`config.mk`:
```
export PLATFORM = sky130hd
export DESIGN_NAME = framed_packet_receiver
export DESIGN_NICKNAME = d
export VERILOG_FILES = /design/src/hdl/frx_pkg.sv /design/src/hdl/frx_parser.sv /design/src/hdl/frx_reply.sv /design/src/hdl/framed_packet_receiver.sv
export SDC_FILE = /design/constraint.sdc
export NUM_CORES = 1
export LEC_CHECK = 0
export ABC_CLOCK_PERIOD_IN_PS = 3700
export BUFFER_PORTS_ARGS = -buffer_cell sky130_fd_sc_hd__buf_2
export CORE_UTILIZATION = 40
export CTS_BUF_LIST = sky130_fd_sc_hd__clkbuf_4 sky130_fd_sc_hd__clkbuf_8 sky130_fd_sc_hd__clkbuf_16
export DETAILED_ROUTE_END_ITERATION = 8
export PLACE_DENSITY = 0.62
export SLEW_MARGIN = 20
export SYNTH_ARGS = -nofsm -noshare
export SYNTH_HDL_FRONTEND = slang
export SYNTH_SLANG_ARGS = --single-unit
```
`constraint.sdc`:
```
create_clock -name clock -period 3.7 [get_ports clock]
set_clock_uncertainty 0.15 [all_clocks]
set_input_delay 0.555 -clock clock [delete_from_list [all_inputs] [get_ports clock]]
set_output_delay 0.555 -clock clock [all_outputs]
set_load 0.1 [all_outputs]
```
`src/hdl/frx_pkg.sv`:
```
// Shared constants, state codes and types of the framed packet receiver.
package frx_pkg;

   localparam int MAX_PAYLOAD = 8;
   localparam int SUM_W       = $clog2(MAX_PAYLOAD * 255 + 1);
   localparam int BYTE_W      = 8;

   localparam logic [1:0] PH_IDLE   = 2'd0;
   localparam logic [1:0] PH_LENGTH = 2'd1;
   localparam logic [1:0] PH_DATA   = 2'd2;
   localparam logic [1:0] PH_CHECK  = 2'd3;

   localparam int CSR_IDX_W = 2;
   localparam logic [CSR_IDX_W-1:0] REG_HEADER_BYTE  = 2'd0;
   localparam logic [CSR_IDX_W-1:0] REG_REPLY_HEADER = 2'd1;

   localparam logic [1:0] SLOT_ECHO   = 2'd0;
   localparam logic [1:0] SLOT_HEADER = 2'd1;
   localparam logic [1:0] SLOT_LENGTH = 2'd2;
   localparam logic [1:0] SLOT_CHECK  = 2'd3;

   typedef struct packed {
      logic [BYTE_W-1:0] echo;
      logic              ack;
      logic [BYTE_W-1:0] length;
      logic [BYTE_W-1:0] check;
      logic [BYTE_W-1:0] led;
   } frx_result_type;

endpackage

```
`src/hdl/frx_parser.sv`:
```
// Frame parser: phase, count, sum and LED registers, updated once per received byte.
module frx_parser (
   input  logic                          clock,
   input  logic                          reset,
   input  logic                          load,
   input  logic [frx_pkg::BYTE_W-1:0]    rx_byte,
   input  logic [frx_pkg::BYTE_W-1:0]    header_byte,
   output frx_pkg::frx_result_type       result
);

   logic [1:0]                  phase_ff, phase_in;
   logic [frx_pkg::BYTE_W-1:0]  length_ff, length_in;
   logic [frx_pkg::BYTE_W-1:0]  count_ff, count_in;
   logic [frx_pkg::SUM_W-1:0]   sum_ff, sum_in;
   logic [frx_pkg::BYTE_W-1:0]  first_ff, first_in;
   logic [frx_pkg::BYTE_W-1:0]  led_ff, led_in;
   logic [frx_pkg::BYTE_W-1:0]  count_next;
   logic [frx_pkg::BYTE_W-1:0]  check;
   logic [frx_pkg::SUM_W-1:0]   sum_neg;
   logic                        ack;

   assign count_next = count_ff + 8'd1;
   assign sum_neg    = ~sum_ff + {{(frx_pkg::SUM_W-1){1'b0}}, 1'b1};
   assign check      = (sum_ff > frx_pkg::SUM_W'(255)) ? sum_neg[frx_pkg::BYTE_W-1:0]
                                                       : sum_ff[frx_pkg::BYTE_W-1:0];

   always_comb begin
      phase_in  = phase_ff;
      length_in = length_ff;
      count_in  = count_ff;
      sum_in    = sum_ff;
      first_in  = first_ff;
      led_in    = led_ff;
      ack       = 1'b0;
      unique case (phase_ff)
         frx_pkg::PH_IDLE: begin
            sum_in   = '0;
            first_in = '0;
            count_in = '0;
            if (rx_byte == header_byte) begin
               phase_in = frx_pkg::PH_LENGTH;
            end
         end
         frx_pkg::PH_LENGTH: begin
            length_in = rx_byte;
            phase_in  = frx_pkg::PH_DATA;
         end
         frx_pkg::PH_DATA: begin
            if (count_ff < frx_pkg::BYTE_W'(frx_pkg::MAX_PAYLOAD)) begin
               if (count_ff == '0) begin
                  first_in = rx_byte;
               end
               sum_in = sum_ff + frx_pkg::SUM_W'(rx_byte);
            end
            count_in = count_next;
            if (count_next >= length_ff) begin
               phase_in = frx_pkg::PH_CHECK;
            end
         end
         frx_pkg::PH_CHECK: begin
            if (check == rx_byte) begin
               led_in = first_ff;
               ack    = 1'b1;
            end
            phase_in = frx_pkg::PH_IDLE;
         end
         default: begin
            phase_in = frx_pkg::PH_IDLE;
         end
      endcase
   end

   always_comb begin
      result.echo   = rx_byte;
      result.ack    = ack;
      result.length = length_ff;
      result.check  = check;
      result.led    = led_in;
   end

   always_ff @(posedge clock) begin
      if (reset) begin
         phase_ff  <= frx_pkg::PH_IDLE;
         length_ff <= '0;
         count_ff  <= '0;
         sum_ff    <= '0;
         first_ff  <= '0;
         led_ff    <= '0;
      end else if (load) begin
         phase_ff  <= phase_in;
         length_ff <= length_in;
         count_ff  <= count_in;
         sum_ff    <= sum_in;
         first_ff  <= first_in;
         led_ff    <= led_in;
      end
   end

endmodule

```
`src/hdl/frx_reply.sv`:
```
// Result register that sends the echo and, after a good frame, the three reply bytes.
module frx_reply (
   input  logic                          clock,
   input  logic                          reset,
   input  logic                          load,
   input  frx_pkg::frx_result_type       result,
   input  logic [frx_pkg::BYTE_W-1:0]    reply_header,
   input  logic                          rsp_ready,
   output logic                          rsp_valid,
   output logic [frx_pkg::BYTE_W-1:0]    rsp_tx_byte,
   output logic                          rsp_last,
   output logic [frx_pkg::BYTE_W-1:0]    rsp_led_value,
   output logic                          free
);

   logic                     valid_ff, valid_in;
   logic [1:0]               slot_ff, slot_in;
   frx_pkg::frx_result_type  rec_ff;
   logic                     take;

   assign take     = valid_ff && rsp_ready;
   assign rsp_last = !rec_ff.ack || (slot_ff == frx_pkg::SLOT_CHECK);
   assign free     = !valid_ff || (rsp_ready && rsp_last);

   always_comb begin
      unique case (slot_ff)
         frx_pkg::SLOT_ECHO:   rsp_tx_byte = rec_ff.echo;
         frx_pkg::SLOT_HEADER: rsp_tx_byte = reply_header;
         frx_pkg::SLOT_LENGTH: rsp_tx_byte = rec_ff.length;
         frx_pkg::SLOT_CHECK:  rsp_tx_byte = rec_ff.check;
         default:              rsp_tx_byte = rec_ff.echo;
      endcase
   end

   assign rsp_valid     = valid_ff;
   assign rsp_led_value = rec_ff.led;

   always_comb begin
      valid_in = valid_ff;
      slot_in  = slot_ff;
      priority if (load) begin
         valid_in = 1'b1;
         slot_in  = frx_pkg::SLOT_ECHO;
      end else if (take && rsp_last) begin
         valid_in = 1'b0;
      end else if (take) begin
         slot_in = slot_ff + 2'd1;
      end else begin
         slot_in = slot_ff;
      end
   end

   always_ff @(posedge clock) begin
      if (reset) begin
         valid_ff <= 1'b0;
         slot_ff  <= frx_pkg::SLOT_ECHO;
      end else begin
         valid_ff <= valid_in;
         slot_ff  <= slot_in;
      end
   end

   always_ff @(posedge clock) begin
      if (load) begin
         rec_ff <= result;
      end
   end

endmodule

```
`src/hdl/framed_packet_receiver.sv`:
```
// Top level of the framed packet receiver: configuration registers, parser and reply stage.
// Latency: the echo byte is valid in the cycle after its input transfer.
// Throughput: one input per cycle while rsp_ready is high and each gives only its echo; a good
// frame's checksum byte holds the result register for its echo plus three reply bytes.
// Reset is synchronous and active high: parser goes idle, LED register clears,
// header byte returns to 0xAA, reply header to 0xBB and no result is pending.
module framed_packet_receiver (
   input  logic                              clock,
   input  logic                              reset,
   input  logic                              req_valid,
   output logic                              req_ready,
   input  logic [7:0]                        req_rx_byte,
   output logic                              rsp_valid,
   input  logic                              rsp_ready,
   output logic [7:0]                        rsp_tx_byte,
   output logic                              rsp_last,
   output logic [7:0]                        rsp_led_value,
   input  logic                              csr_write_enable,
   input  logic [frx_pkg::CSR_IDX_W-1:0]     csr_index,
   input  logic [7:0]                        csr_write_data
);

   logic [7:0]               header_byte_ff;
   logic [7:0]               reply_header_ff;
   logic                     load;
   logic                     free;
   frx_pkg::frx_result_type  result;

   assign req_ready = free;
   assign load      = req_valid && free;

   always_ff @(posedge clock) begin
      if (reset) begin
         header_byte_ff  <= 8'hAA;
         reply_header_ff <= 8'hBB;
      end else if (csr_write_enable) begin
         if (csr_index == frx_pkg::REG_HEADER_BYTE) begin
            header_byte_ff <= csr_write_data;
         end
         if (csr_index == frx_pkg::REG_REPLY_HEADER) begin
            reply_header_ff <= csr_write_data;
         end
      end
   end

   frx_parser u_parser (
      .clock       (clock),
      .reset       (reset),
      .load        (load),
      .rx_byte     (req_rx_byte),
      .header_byte (header_byte_ff),
      .result      (result)
   );

   frx_reply u_reply (
      .clock         (clock),
      .reset         (reset),
      .load          (load),
      .result        (result),
      .reply_header  (reply_header_ff),
      .rsp_ready     (rsp_ready),
      .rsp_valid     (rsp_valid),
      .rsp_tx_byte   (rsp_tx_byte),
      .rsp_last      (rsp_last),
      .rsp_led_value (rsp_led_value),
      .free          (free)
   );

`ifndef NO_ASSERTIONS
   a_reset_empty: assert property (@(posedge clock) reset |=> !rsp_valid)
      else $error("Result register not empty after reset.");

   a_load_shows: assert property (@(posedge clock) disable iff (reset)
      req_valid && req_ready |=> rsp_valid)
      else $error("Accepted byte produced no result.");

   a_led_steady: assert property (@(posedge clock) disable iff (reset)
      rsp_valid && rsp_ready && !rsp_last |=> rsp_valid && $stable(rsp_led_value))
      else $error("LED value changed within one reply.");
`endif

endmodule

```
==> results.json, run 1 <==
{
  "io_pins": 42,
  "cts.path.max_buffers": 2,
  "wirelength_mm": 12.5,
  "grt_usage_pct": 20.1,
  "syn_inst": 516,
  "yosysTopAreaCellShare_pct": 24.8,
  "final_hold_viol_count": 0,
  "n_antenna_cell": 0,
  "cts_tree": "built",
  "drive_gt1_share_pct": 15.8,
  "routabilityCongestion": 0.840,
  "cp_cell_sequence": "ha_1 > nand4b_2 > or3_4 > a21oi_1 > xor3_4 > nand3b_4 > nor2_8 > mux2_4",
  "synth_edf_count": 33,
  "start_util_pct": 41.0,
  "grt_pass1_vias": 3792,
  "drt_iter0_markers": 342,
  "fin_crit_sh_pct": 86.6,
  "core-area_um2": 12600,
  "insertion_delay_ns": 0.34,
  "dr.pass1.iters": 6,
  "cts_setup_buffers": 0,
  "vias": 3963,
  "power.density_nw_per_um2": 410,
  "ctsResizeCount": 0,
  "ant_nets": 0,
  "outcome": "finished, final reports clean",
  "setup_tns_ns": 0,
  "cp_data_arrival_time_ns": 3.15,
  "end_kind": "register",
  "cts-root-buf": "clkbuf_16",
  "worstSetupPathType": "register to register",
  "syn_nets": 568,
  "setup_viol": 0,
  "grt_first_pass_wirelength_mm": 20.2,
  "max_freq_mhz": 312,
  "grt_max_degree": 47,
  "clock_sinks": 97,
  "area_growth_pct": 12.7,
  "yosys_most_used_dff": "dfxtp_1",
  "route.detailed.drc": 0,
  "chipHeight_um": 116,
  "peakVddDrop_uv": 242,
  "timing.hold.ws_ns": 0.285,
  "post_synth_num_cell_types": 67,
  "die_w_um": 116,
  "rsz0062_at_grt": "no",
  "fin_ws_ns": 0.497,
  "clkTransAtPathRegs_ns": 0.07,
  "avgSynthCellArea_um2": 10.0,
  "synth_area_um2": 5170,
  "antenna_found_initial": 0,
  "synth_commonest_cells": "dfxtp_1, nand2_1, a21oi_1",
  "ys_seq_area_share_pct": 43.9,
  "synthTopCellsByArea": "dfxtp_1, edfxtp_1, ha_1, a21oi_1, nand2_1",
  "viasPerCell": 5.49,
  "yosysMostFrequentCell": "dfxtp_1",
  "drv_slew": 0,
  "required_ns": 3.64,
  "p_leak_nw": 2.37,
  "dpl.cell_count": 706,
  "ctsHtreeMaxLevel": 3,
  "post_drt_wl_per_cell_um": 17.3,
  "synth_top_cell_by_area": "dfxtp_1",
  "hpwl_mm": 9.07,
  "cp_slowest_cell": "or3_4",
  "synth_warnings": 0,
  "ys_seq_elements": 97,
  "numPortBuffers": 41,
  "pre_cts_slack_ns": 0.522,
  "crit_path_max_incr_delay_ns": 0.44,
  "grt_overflow_total": 0,
  "relSlewSlack_pct": 48.0,
  "post-route-util_pct": 46.2,
  "row_count": 41,
  "worst_slew_pin_slew_ns": 0.775,
  "cts_made_buffers": 9,
  "synthArstFlopShare_pct": 0,
  "period_minus_slack_ns": 3.20,
  "critPathMaxFanout": 9,
  "hold_class": "primary input to register",
  "die-area_um2": 13400,
  "holdBufCountCts": 0,
  "max-cap-violations": 0,
  "startpoint_type": "register",
  "fin_nets": 597,
  "fin_cells": 722
}
## layer usage
layer / vias to the layer above / GRT usage (%) / routed length (um)
met4: 0 / 4.87 / 187
met3: 21 / 4.50 / 638
li1: 1936 / - / -
met2: 111 / 34.7 / 6080
met5: - / 0 / 0
met1: 1895 / 25.5 / 5560
## stage by stage
| stage | area (um2) | power [mW] |
|---|---|---|
| 6_report | 5830 | 2.39 |
| 4_1_cts | 5830 | 2.41 |
| 3_3_place_gp | 5500 | 1.41 |
| 5_1_grt | 5830 | 2.46 |
| 3_5_place_dp | 5500 | 1.41 |
| 2_1_floorplan | 5180 | 1.34 |
## report_power, final
| part | switching [mW] | leakage [nW] | internal (mW) |
|---|---|---|---|
| Combinational | 0.188 | 1.37 | 0.0564 |
| Clock | 0.403 | 0.159 | 0.604 |
| Sequential | 0.0117 | 0.846 | 1.13 |
## worst max-delay path, delay by kind of cell, from the launching register on
family,cells,cell delay [ns]
AOI/OAI and AO/OA,1,0.25
and+or+nand+nor,4,1.22
muxes,1,0.32
DFF,1,0.40
xor gates and xnor gates,1,0.39
adders and majority gates,1,0.22
## cells by family after synthesis
logic type                 Yosys count  synth area share (%)
buffers and inverters               61                  5.03
xor gates and xnor gates            28                  6.00
and+or+nand+nor                    168                  18.1
AOI/OAI and AO/OA                  112                  14.9
DFF                                 97                  43.9
adders and majority gates           29                  7.16
muxes                               21                  4.84
## cell type report
class	count	area (um2)
clock inverter	6	90.1
clock buffer	10	233
inverter	31	116
fill	1241	6790
multi-input combinational	358	2640
sequential	97	2270
tap	172	215
timing repair buffer	48	258
## cell usage in the layout, fill, tap and decap left out, types with 4 or more instances in the layout
master,netlist,final
edfxtp_1,33,33
nor2b_1,7,7
a21o_1,6,6
a211o_1,5,5
o21ai_0,7,7
inv_1,30,30
ha_1,28,28
nand2_1,47,47
clkbuf_16,0,9
o31ai_1,9,9
nor3_1,10,10
mux2_4,8,8
buf_2,1,41
nand2b_1,4,4
xor2_1,15,15
nor2_1,31,31
buf_4,8,7
nand4_1,10,10
mux2i_1,13,13
a21oi_1,39,39
xnor2_1,9,9
nand3b_1,9,9
dfxtp_1,64,64
a222oi_1,8,8
a22oi_1,15,15
nor3b_1,4,4
nand3_1,19,19
## flip-flops by register name (all words and copies together) (netlist names)
signal                 cells
u_parser.sum_ff           11
reply_header_ff            8
u_parser.led_ff            8
u_reply.rsp_led_value      8
u_reply.rec_ff            25
u_reply.slot_ff            2
u_parser.count_ff          8
u_parser.length_ff         8
header_byte_ff             8
u_parser.first_ff          8
u_reply.rsp_valid          1
u_parser.phase_ff          2
## path summary, 6_finish.rpt
kind | start | to | slack [ns] | cells after the start
setup / recovery | u_parser.sum_ff[1] | u_reply.rsp_led_value[7] | 0.50 | 8
setup reg to reg | u_parser.sum_ff[1] | u_reply.rsp_led_value[7] | 0.50 | 8
hold / removal | csr_write_data[7] | header_byte_ff[7] | 0.28 | 2
hold reg to reg | reply_header_ff[2] | reply_header_ff[2] | 0.32 | 2
(Power assumes the default switching activity.)
==> run 2, diff against run 1 <==
ABC_CLOCK_PERIOD_IN_PS = 3800   (was 3700)
clock period = 3.8 ns   (was 3.7 ns; I/O delays follow)
==> results.json, run 2 (synthesis results as in run 1) <==
{
  "io_pins": 42,
  "ant_nets": 0,
  "power.density_nw_per_um2": 379,
  "end_kind": "register",
  "cts_tree": "built",
  "min_delay_worst_endpoint": "header_byte_ff[5]",
  "reg2reg_depth": 8,
  "antenna_found_initial": 0,
  "worstPathBufferInverterCount": 0,
  "grt_overflow_total": 0,
  "numPortBuffers": 41,
  "worstSetupPathType": "register to register",
  "start_util_pct": 41.0,
  "viasPerCell": 5.48,
  "cts_made_buffers": 9,
  "largestRegisters": "u_reply.rec_ff (25), u_parser.sum_ff (11)",
  "peakVddDrop_uv": 238,
  "wirelength_mm": 12.7,
  "grt_max_degree": 52,
  "post_drt_wl_per_cell_um": 17.5,
  "max_freq_mhz": 310,
  "fin_nets": 596,
  "setup_viol": 0,
  "cts-root-buf": "clkbuf_16",
  "route.met3.wl_um": 499,
  "row_count": 41,
  "m1WireLength_mm": 5.73,
  "rsz0062_at_grt": "no",
  "drt_iter0_markers": 421,
  "grt_pass1_vias": 3884,
  "final_cell_mix": "dfxtp_1, nand2_1, buf_2",
  "cts.path.max_buffers": 2,
  "setup_tns_ns": 0,
  "hold_class": "primary input to register",
  "critPathMaxFanout": 9,
  "reg2reg_to": "u_reply.rsp_led_value[4]",
  "fin_crit_sh_pct": 84.8,
  "highest_layer": "met4",
  "routabilityCongestion": 0.871,
  "route.detailed.drc": 0,
  "chipHeight_um": 116,
  "die-area_um2": 13400,
  "startpoint_type": "register",
  "clkTransAtPathRegs_ns": 0.07,
  "cp_cell_sequence": "ha_1 > nand4b_2 > or3_4 > a21oi_1 > xor3_4 > nand3b_4 > nor2_8 > mux2_4",
  "worst_slew_pin_slew_ns": 0.745,
  "drv_slew": 0,
  "grt_first_pass_wirelength_mm": 20.3,
  "r2r_start": "u_parser.sum_ff[1]",
  "cts_setup_buffers": 0,
  "ctsResizeCount": 0,
  "die_w_um": 116,
  "hold_depth": 2,
  "ctsHtreeMaxLevel": 3,
  "holdBufCountCts": 0,
  "dr.pass1.iters": 7,
  "area_growth_pct": 11.5,
  "min_from": "csr_write_data[5]",
  "crit_path_max_incr_delay_ns": 0.43,
  "insertion_delay_ns": 0.35,
  "core-area_um2": 12600,
  "cp_slowest_cell": "or3_4",
  "required_ns": 3.75,
  "clock_sinks": 97,
  "r2r_setup_slack_ns": 0.58,
  "grt_usage_pct": 20.1,
  "drive_gt1_share_pct": 15.5,
  "outcome": "finished, final reports clean",
  "final_hold_viol_count": 0,
  "timing.hold.ws_ns": 0.292,
  "period_minus_slack_ns": 3.22,
  "relSlewSlack_pct": 50.0,
  "final_common_cell": "dfxtp_1",
  "cp_data_arrival_time_ns": 3.17,
  "p_leak_nw": 2.34,
  "largest_reg_flops": 25,
  "max-cap-violations": 0,
  "top_register": "u_reply.rec_ff",
  "wl_met2_mm": 6.21,
  "n_antenna_cell": 0,
  "vias": 3948,
  "hpwl_mm": 9.17,
  "crit_family": "simple AND/OR/NAND/NOR gates"
}
[run 2: worst max-delay path by stage]
stage	from	end	slack (ns)	depth (start not counted)
2_1_floorplan	u_reply.slot_ff[1]	u_reply.rec_ff[10]	0.38	7
3_3_place_gp	u_parser.sum_ff[1]	u_reply.rsp_led_value[7]	0.73	8
3_5_place_dp	u_parser.sum_ff[1]	u_reply.rsp_led_value[6]	0.60	8
4_1_cts	u_parser.sum_ff[1]	u_reply.rsp_led_value[6]	0.59	8
5_1_grt	u_parser.sum_ff[1]	u_reply.rsp_led_value[6]	0.44	8
6_report	u_parser.sum_ff[1]	u_reply.rsp_led_value[4]	0.58	8
[run 2: layout make-up]
| type | instances | area, um2 |
|---|---|---|
| Clock inverter | 5 | 31.3 |
| Tap cell | 172 | 215 |
| Multi-Input combinational cell | 358 | 2640 |
| Sequential cell | 97 | 2270 |
| Timing Repair Buffer | 47 | 250 |
| Fill cell | 1256 | 6850 |
| Inverter | 31 | 116 |
| Clock buffer | 11 | 240 |
[run 2: layer usage]
metal,vias up,global-route usage [%]
li1,1928,-
met1,1906,25.5
met2,95,34.3
met3,19,4.34
met4,0,6.07
met5,-,0
[run 2: power by group]
part | leakage, nW | internal (mW) | switching [mW]
combinational | 1.37 | 0.0540 | 0.183
sequential | 0.846 | 1.10 | 0.0114
clock | 0.128 | 0.456 | 0.383
total | 2.34 | 1.61 | 0.578
[run 2: worst reg2reg max path, cell delays in order (launching register included)]
cell	delay (ns)
dfxtp_1	0.41
ha_1	0.23
nand4b_2	0.24
or3_4	0.44
a21oi_1	0.27
xor3_4	0.39
nand3b_4	0.27
nor2_8	0.26
mux2_4	0.33
[run 2: metrics by stage]
stage                     instances  util (%)  setup WS [ns]  power [mW]  area (um2)
after CTS                       721      45.7          0.588        2.21        5770
after detailed placement        705      43.6          0.599        1.37        5500
after global placement          705      43.6          0.733        1.37        5500
final                           721      45.7          0.576        2.19        5770
after floorplan                 516         -          0.376        1.31        5180
after global routing            721      45.7          0.436        2.26        5770
